<file path="src/design/tbgc_pkg.sv">
package tbgc_pkg;

  localparam int unsigned TimeWidth   = 32;
  localparam int unsigned CfgWidth    = 16;
  localparam int unsigned CfgIdxWidth = 1;

  localparam logic [CfgWidth-1:0] HOLD_TIMEOUT_RESET    = 16'd250;
  localparam logic [CfgWidth-1:0] DEBOUNCE_WINDOW_RESET = 16'd100;

  localparam logic [CfgIdxWidth-1:0] REG_HOLD_TIMEOUT    = 1'd0;
  localparam logic [CfgIdxWidth-1:0] REG_DEBOUNCE_WINDOW = 1'd1;

  localparam logic [2:0] GESTURE_NONE     = 3'd0;
  localparam logic [2:0] GESTURE_SINGLE_A = 3'd1;
  localparam logic [2:0] GESTURE_DOUBLE_A = 3'd2;
  localparam logic [2:0] GESTURE_HOLD     = 3'd3;
  localparam logic [2:0] GESTURE_SINGLE_B = 3'd4;
  localparam logic [2:0] GESTURE_DOUBLE_B = 3'd5;

  typedef struct packed {
    logic                 held_a;
    logic                 held_b;
    logic [TimeWidth-1:0] pending;
    logic [TimeWidth-1:0] dstart;
  } state_t;

  typedef struct packed {
    logic [TimeWidth-1:0] time_ms;
    logic                 level_a;
    logic                 level_b;
  } sample_t;

  typedef struct packed {
    logic [CfgWidth-1:0] hold_timeout;
    logic [CfgWidth-1:0] debounce_window;
  } cfg_t;

endpackage

</file>
<file path="src/design/tbgc_if.sv">
interface tbgc_sample_if;
  logic        valid;
  logic        ready;
  logic [31:0] time_ms;
  logic        level_a;
  logic        level_b;

  modport source(output valid, output time_ms, output level_a, output level_b, input ready);
  modport sink(input valid, input time_ms, input level_a, input level_b, output ready);
endinterface

interface tbgc_gesture_if;
  logic       valid;
  logic       ready;
  logic [2:0] gesture;

  modport source(output valid, output gesture, input ready);
  modport sink(input valid, input gesture, output ready);
endinterface

</file>
<file path="src/design/tbgc_eval.sv">
module tbgc_eval (
  input  tbgc_pkg::state_t  state,
  input  tbgc_pkg::sample_t sample,
  input  tbgc_pkg::cfg_t    cfg,
  output tbgc_pkg::state_t  state_next,
  output logic [2:0]        gesture
);

  logic [tbgc_pkg::TimeWidth-1:0] since_press;
  logic [tbgc_pkg::TimeWidth-1:0] since_change;
  logic                           hold;
  logic                           in_window;
  logic                           chg_a;
  logic                           chg_b;
  logic                           window_zero;
  logic                           press_pending;
  logic [tbgc_pkg::TimeWidth-1:0] press_time;

  assign since_press   = sample.time_ms - state.pending;
  assign since_change  = sample.time_ms - state.dstart;
  assign press_pending = (state.pending != '0);
  assign hold          = press_pending &&
                         (since_press > {{(tbgc_pkg::TimeWidth-tbgc_pkg::CfgWidth){1'b0}},
                                         cfg.hold_timeout});
  assign in_window     = since_change <
                         {{(tbgc_pkg::TimeWidth-tbgc_pkg::CfgWidth){1'b0}},
                          cfg.debounce_window};
  assign window_zero   = (cfg.debounce_window == '0);
  assign chg_a         = (state.held_a != sample.level_a);
  assign chg_b         = (state.held_b != sample.level_b);
  // a press at time zero still has to count as pending
  assign press_time    = (sample.time_ms == '0) ? {{(tbgc_pkg::TimeWidth-1){1'b0}}, 1'b1}
                                                 : sample.time_ms;

  always_comb begin
    state_next = state;
    gesture    = tbgc_pkg::GESTURE_NONE;
    if (hold) begin
      state_next.pending = '0;
      gesture            = tbgc_pkg::GESTURE_HOLD;
    end else if (chg_a) begin
      if (!in_window) begin
        state_next.dstart = sample.time_ms;
        state_next.held_a = sample.level_a;
        if (!sample.level_a) begin
          if (press_pending) begin
            state_next.pending = '0;
            gesture            = tbgc_pkg::GESTURE_DOUBLE_A;
          end else begin
            state_next.pending = press_time;
            gesture            = tbgc_pkg::GESTURE_SINGLE_A;
          end
        end else if (chg_b && window_zero) begin
          // release of A restarted the window, so B passes only with no window
          state_next.held_b = sample.level_b;
          if (!sample.level_b) begin
            if (press_pending) begin
              state_next.pending = '0;
              gesture            = tbgc_pkg::GESTURE_DOUBLE_B;
            end else begin
              state_next.pending = press_time;
              gesture            = tbgc_pkg::GESTURE_SINGLE_B;
            end
          end
        end
      end
    end else if (chg_b && !in_window) begin
      state_next.dstart = sample.time_ms;
      state_next.held_b = sample.level_b;
      if (!sample.level_b) begin
        if (press_pending) begin
          state_next.pending = '0;
          gesture            = tbgc_pkg::GESTURE_DOUBLE_B;
        end else begin
          state_next.pending = press_time;
          gesture            = tbgc_pkg::GESTURE_SINGLE_B;
        end
      end
    end
  end

endmodule

</file>
<file path="src/design/two_button_gesture_classifier_core.sv">
// Path: a request taken into the sample register is evaluated, and its gesture
// is loaded into the output register once the output register is free to take it.
// Throughput: one sample per cycle while the gesture output is not stalled.
// The output register lets a new sample enter while a gesture waits.
// Reset (rst, synchronous): both buttons released, no press pending,
// debounce start 0, hold timeout 250 ms, debounce window 100 ms.
module two_button_gesture_classifier_core (
  input  logic                                clk,
  input  logic                                rst,
  tbgc_sample_if.sink                         samples,
  tbgc_gesture_if.source                      gestures,
  input  logic                                cfg_we,
  input  logic [tbgc_pkg::CfgIdxWidth-1:0]    cfg_index,
  input  logic [tbgc_pkg::CfgWidth-1:0]       cfg_data
);

  tbgc_pkg::cfg_t    cfg;
  tbgc_pkg::state_t  state;
  tbgc_pkg::state_t  state_next;
  tbgc_pkg::sample_t sample;
  logic              sample_valid;
  logic [2:0]        code;
  logic              out_valid;
  logic [2:0]        out_gesture;
  logic              advance;

  assign advance          = sample_valid && (!out_valid || gestures.ready);
  assign samples.ready    = !sample_valid || advance;
  assign gestures.valid   = out_valid;
  assign gestures.gesture = out_gesture;

  tbgc_eval u_eval (
    .state      (state),
    .sample     (sample),
    .cfg        (cfg),
    .state_next (state_next),
    .gesture    (code)
  );

  always_ff @(posedge clk) begin
    if (rst) begin
      cfg.hold_timeout    <= tbgc_pkg::HOLD_TIMEOUT_RESET;
      cfg.debounce_window <= tbgc_pkg::DEBOUNCE_WINDOW_RESET;
    end else if (cfg_we) begin
      case (cfg_index)
        tbgc_pkg::REG_HOLD_TIMEOUT:    cfg.hold_timeout    <= cfg_data;
        tbgc_pkg::REG_DEBOUNCE_WINDOW: cfg.debounce_window <= cfg_data;
        default: ;
      endcase
    end
  end

  always_ff @(posedge clk) begin
    if (rst) begin
      sample_valid  <= 1'b0;
      out_valid     <= 1'b0;
      state.held_a  <= 1'b1;
      state.held_b  <= 1'b1;
      state.pending <= '0;
      state.dstart  <= '0;
    end else begin
      if (samples.valid && samples.ready) begin
        sample_valid <= 1'b1;
      end else if (advance) begin
        sample_valid <= 1'b0;
      end
      if (advance) begin
        state     <= state_next;
        out_valid <= 1'b1;
      end else if (gestures.ready) begin
        out_valid <= 1'b0;
      end
    end
  end

  // payload registers: hold while stalled
  always_ff @(posedge clk) begin
    if (samples.valid && samples.ready) begin
      sample.time_ms <= samples.time_ms;
      sample.level_a <= samples.level_a;
      sample.level_b <= samples.level_b;
    end
    if (advance) begin
      out_gesture <= code;
    end
  end

  a_code_range: assert property (@(posedge clk) disable iff (rst)
    out_valid |-> (out_gesture <= tbgc_pkg::GESTURE_DOUBLE_B))
    else $error("gesture code out of range");

  a_hold_clears: assert property (@(posedge clk) disable iff (rst)
    (advance && code == tbgc_pkg::GESTURE_HOLD) |=> (state.pending == '0))
    else $error("pending press not cleared after hold");

  a_single_pends: assert property (@(posedge clk) disable iff (rst)
    (advance && (code == tbgc_pkg::GESTURE_SINGLE_A || code == tbgc_pkg::GESTURE_SINGLE_B))
    |=> (state.pending != '0))
    else $error("single press left no pending press");

  a_sample_kept: assert property (@(posedge clk) disable iff (rst)
    (sample_valid && !advance) |=> (sample_valid && $stable(sample)))
    else $error("stalled sample lost");

  a_state_hold: assert property (@(posedge clk) disable iff (rst)
    !advance |=> $stable(state))
    else $error("state changed without a sample");

endmodule
</file>
<file path="src/flat_wrapper.sv">
// flat-port wrapper written by rule: the top's interface ports become plain ports
module two_button_gesture_classifier_core_flat 
  (clk, rst, cfg_we, cfg_index, cfg_data, samples_valid, samples_time_ms, samples_level_a, samples_level_b, samples_ready, gestures_valid, gestures_gesture, gestures_ready);
  tbgc_sample_if samples_i ();
  tbgc_gesture_if gestures_i ();
  input  logic clk;
  input  logic rst;
  input  logic cfg_we;
  input  logic [tbgc_pkg::CfgIdxWidth-1:0] cfg_index;
  input  logic [tbgc_pkg::CfgWidth-1:0] cfg_data;
  input wire logic [$bits(samples_i.valid)-1:0] samples_valid;
  input wire logic [$bits(samples_i.time_ms)-1:0] samples_time_ms;
  input wire logic [$bits(samples_i.level_a)-1:0] samples_level_a;
  input wire logic [$bits(samples_i.level_b)-1:0] samples_level_b;
  output wire logic [$bits(samples_i.ready)-1:0] samples_ready;
  output wire logic [$bits(gestures_i.valid)-1:0] gestures_valid;
  output wire logic [$bits(gestures_i.gesture)-1:0] gestures_gesture;
  input wire logic [$bits(gestures_i.ready)-1:0] gestures_ready;
  assign samples_i.valid = samples_valid;
  assign samples_i.time_ms = samples_time_ms;
  assign samples_i.level_a = samples_level_a;
  assign samples_i.level_b = samples_level_b;
  assign samples_ready = samples_i.ready;
  assign gestures_valid = gestures_i.valid;
  assign gestures_gesture = gestures_i.gesture;
  assign gestures_i.ready = gestures_ready;
  two_button_gesture_classifier_core u_core (.clk(clk), .rst(rst), .samples(samples_i), .gestures(gestures_i), .cfg_we(cfg_we), .cfg_index(cfg_index), .cfg_data(cfg_data));
endmodule
</file>
<file path="config.mk">
export PLATFORM = sky130hd
export DESIGN_NAME = two_button_gesture_classifier_core_flat
export DESIGN_NICKNAME = d
export VERILOG_FILES = /design/src/design/tbgc_pkg.sv /design/src/design/tbgc_if.sv /design/src/design/tbgc_eval.sv /design/src/design/two_button_gesture_classifier_core.sv /design/src/flat_wrapper.sv
export SDC_FILE = /design/constraint.sdc
export NUM_CORES = 1
export LEC_CHECK = 0
export ABC_AREA = 1
export BUFFER_PORTS_ARGS = -buffer_cell sky130_fd_sc_hd__buf_2
export CORE_AREA = 2 2 160 162
export CTS_BUF_LIST = sky130_fd_sc_hd__clkbuf_8 sky130_fd_sc_hd__clkbuf_16
export DETAILED_ROUTE_END_ITERATION = 10
export DIE_AREA = 0 0 162 164
export GPL_TIMING_DRIVEN = 1
export PLACE_DENSITY = 0.65
export REMOVE_ABC_BUFFERS = 1
export SYNTH_ARGS = -nofsm -noshare
export SYNTH_HDL_FRONTEND = slang
export SYNTH_SLANG_ARGS = --single-unit
export TNS_END_PERCENT = 30
</file>
<file path="constraint.sdc">
create_clock -name clk -period 3.9 [get_ports clk]
set_clock_uncertainty 0.05 [all_clocks]
set_input_delay 0.585 -clock clk [delete_from_list [all_inputs] [get_ports clk]]
set_output_delay 0.585 -clock clk [all_outputs]
set_load 0.02 [all_outputs]
</file>
==> impl_metrics.json <==
{
  "outcome": "finished with violations",
  "failed_checks": "setup timing",
  "yosysWarnings": 0,
  "final-max-slew-violation-count": 0,
  "relSlewSlack_pct": 18.2,
  "place.gp.congestion": 0.927,
  "synth_area_leader_cell": "dfxtp_1",
  "die_area_sq_um": 26600,
  "ios": 61,
  "clock_path_buffers": 2,
  "core_region_area_sq_um": 24800,
  "dp_slack_ns": -0.152,
  "path_depth": 28,
  "timing.rr.start": "u_core.sample[8]$_DFFE_PP_",
  "routed_wl_mm": 36.1,
  "synthesis.area_sq_um": 11100,
  "drt_pre_antenna_iters": 6,
  "final.min_clock_period_ns": 3.94,
  "grt_use_met3_pct": 4.09,
  "synth.distinct_cells": 44,
  "path_max_fanout": 8,
  "placed_cell_area_sq_um": 12100,
  "cts-htree-levels": 4,
  "max_stage_delay_ns": 0.45,
  "setup_violations": 25,
  "critPathLaunch": "u_core.sample[8]$_DFFE_PP_",
  "grt_max_degree": 53,
  "row_count": 58,
  "hold_path_class": "in -> reg",
  "synthCells": 1735,
  "finalNonFillerCells": 2221,
  "crit_buf_inv": 4,
  "timing.final.ws_setup_ns": -0.0377,
  "power_density_nw_per_um2": 1020,
  "netlist.area_leader.share_pct": 18.1,
  "ys_top_cells_by_area": "dfxtp_1 (18%), nand2_1 (16%), ha_1 (11%)",
  "antenna_found_initial": 0,
  "clk_pin_slew_ns": 0.07,
  "die_y_um": 164,
  "hold_path.startpoint": "samples_time_ms[11]",
  "grt.busiest_layer": "met2",
  "placed_cells": 2145,
  "power.total_w": 0.0141,
  "hold_viol": 0,
  "grt_usage_pct": 26.2,
  "overflow": 0,
  "die_x_um": 162,
  "drtIter0Drc": 934,
  "post-route-period-util_pct": 101,
  "critPathSlowestCell": "edfxtp_1",
  "ant_nets": 0,
  "fmax_mhz": 254,
  "routed-via-count": 11600,
  "syn2layout_area_growth_pct": 25.4,
  "async_flop_share_pct": 0,
  "syn_avg_cell_area_sq_um": 6.37,
  "drive_above_1_share_pct": 19.7,
  "start_kind": "register",
  "routedWlPerCell_um": 16.2,
  "met2_usage_pct": 42.7,
  "crit_end": "u_core.state[23]$_SDFFE_PP0P_",
  "vias_per_cell": 5.24,
  "synth_common_cells": "nand2_1 (461), inv_1 (300), nor2_1 (185)",
  "ys_ff_latch": 137,
  "finalNetCount": 2030,
  "cts_buffers": 17,
  "antenna_cells": 0,
  "cap_viol_max_count": 0,
  "r2r_end": "u_core.state[23]$_SDFFE_PP0P_",
  "fin_area_sq_um": 13900,
  "fillers": 2429,
  "synth_edf_count": 37,
  "yosysMostFrequentCell": "nand2_1",
  "max_slew.worst_pin.slew_ns": 1.23,
  "reg2reg_slack_ns": -0.04,
  "crit_family": "simple AND/OR/NAND/NOR gates",
  "crit_required_ns": 4.17,
  "cts.sinks": 137,
  "grt_pass1_wl_mm": 54.6,
  "cts_tree": "done",
  "vdd_drop_max_v": 0.00209,
  "crit_path_end_kind": "register",
  "drc": 0,
  "use_met1_pct": 35.0,
  "cts_hold_buf": 0,
  "grt_setup_unrepaired": "yes",
  "start_util_pct": 44.5,
  "synth_ff_type": "dfxtp_1",
  "power_leakage_nw": 6.46,
  "arrival_ns": 4.21,
  "r2r_cells": 28,
  "crit_type": "reg -> reg",
  "grt_pass1_vias": 10700,
  "clock_tree.root_cell": "clkbuf_16",
  "port-buffer-count": 60,
  "insertion_delay_ns": 0.44,
  "place.detailed.hpwl_mm": 27.2,
  "yosysSeqAreaShare_pct": 28.2,
  "fin_util_pct": 55.9
}
metrics by stage:
step	TNS, ns	hold slack [ns]
after floorplan	0	0.388
after global placement	-4.25	0.410
after detailed placement	-5.42	0.421
after CTS	0	0.267
after global routing	-15.12	0.264
final	-0.507	0.272
how the worst min path moves through the flow:
stage	cells after the start	to	slack, ns
3_5_place_dp	2	u_core.gestures.valid$_SDFFE_PP0P_	0.42
6_report	1	u_core.sample[13]$_DFFE_PP_	0.27
4_1_cts	1	u_core.sample[13]$_DFFE_PP_	0.27
2_1_floorplan	2	u_core.cfg[18]$_SDFFE_PP0P_	0.39
5_1_grt	1	u_core.sample[13]$_DFFE_PP_	0.26
3_3_place_gp	2	u_core.gestures.valid$_SDFFE_PP0P_	0.41
where the power goes:
group          total [W]  leakage [nW]  switching, W  internal [W]
Clock            0.00160         0.288      0.000751      0.000852
Combinational     0.0105          5.00       0.00646       0.00403
Sequential       0.00204          1.18      0.000225       0.00181
logic make-up after synthesis:
group                    after synthesis  share of synthesized area (%)
buffers and inverters                342                           12.3
AO/OA/AOI/OAI                        266                           12.8
flip-flops                           137                           28.2
XOR/XNOR                              31                           2.46
AND/OR/NAND/NOR                      863                           33.3
adder cells (fa/ha/maj)               96                           11.0
worst reg2reg max path, delay by kind of cell (launching register included):
| family | cells | cell delay (ns) |
|---|---|---|
| DFF | 1 | 0.45 |
| AOI/OAI and AO/OA | 3 | 0.31 |
| xor gates and xnor gates | 1 | 0.18 |
| adders and majority gates | 2 | 0.56 |
| and+or+nand+nor | 18 | 1.68 |
| buffers and inverters | 4 | 0.62 |
cell usage in the layout, fill, tap and decap left out, types with 15 or more instances in the layout:
| cell | instances |
|---|---|
| a21oi_1 | 112 |
| buf_2 | 60 |
| buf_4 | 88 |
| clkbuf_16 | 21 |
| dfxtp_1 | 100 |
| edfxtp_1 | 37 |
| ha_1 | 66 |
| ha_4 | 26 |
| inv_1 | 291 |
| nand2_1 | 414 |
| nand2_2 | 45 |
| nand3_1 | 125 |
| nand4_1 | 24 |
| nor2_1 | 172 |
| nor2_2 | 15 |
| nor4_1 | 20 |
| o21ai_0 | 72 |
| o21ai_2 | 25 |
| xor2_1 | 27 |
final cells by class:
class	count	area (sq um)	area share [%]
Multi-Input combinational cell	1256	7370	53.2
Sequential cell	137	3110	22.5
Timing Repair Buffer	163	1240	8.98
Inverter	303	1150	8.31
Clock buffer	17	425	3.07
Tap cell	330	413	2.98
Clock inverter	15	143	1.03
layer usage:
metal,up-vias,share of wire (%)
li1,5876,-
met1,5402,45
met2,301,47
met3,57,5.3
met4,0,2.9
met5,-,0
sequential cells by signal, indices dropped and copies added (netlist names):
register and cells:
u_core.gestures.valid 1, u_core.gestures.gesture 3, u_core.sample 34, u_core.state 66, u_core.cfg 32, u_core.sample_valid 1
what timing repair did:
action                                  in CTS  in global routing
buffers inserted                            10                 29
resized for setup                           40                149
endpoints found under the setup margin      65                 69
gates cloned                                 1                  4
pin swaps                                    4                 39
No activity file was read; power rests on OpenSTA's default activity.
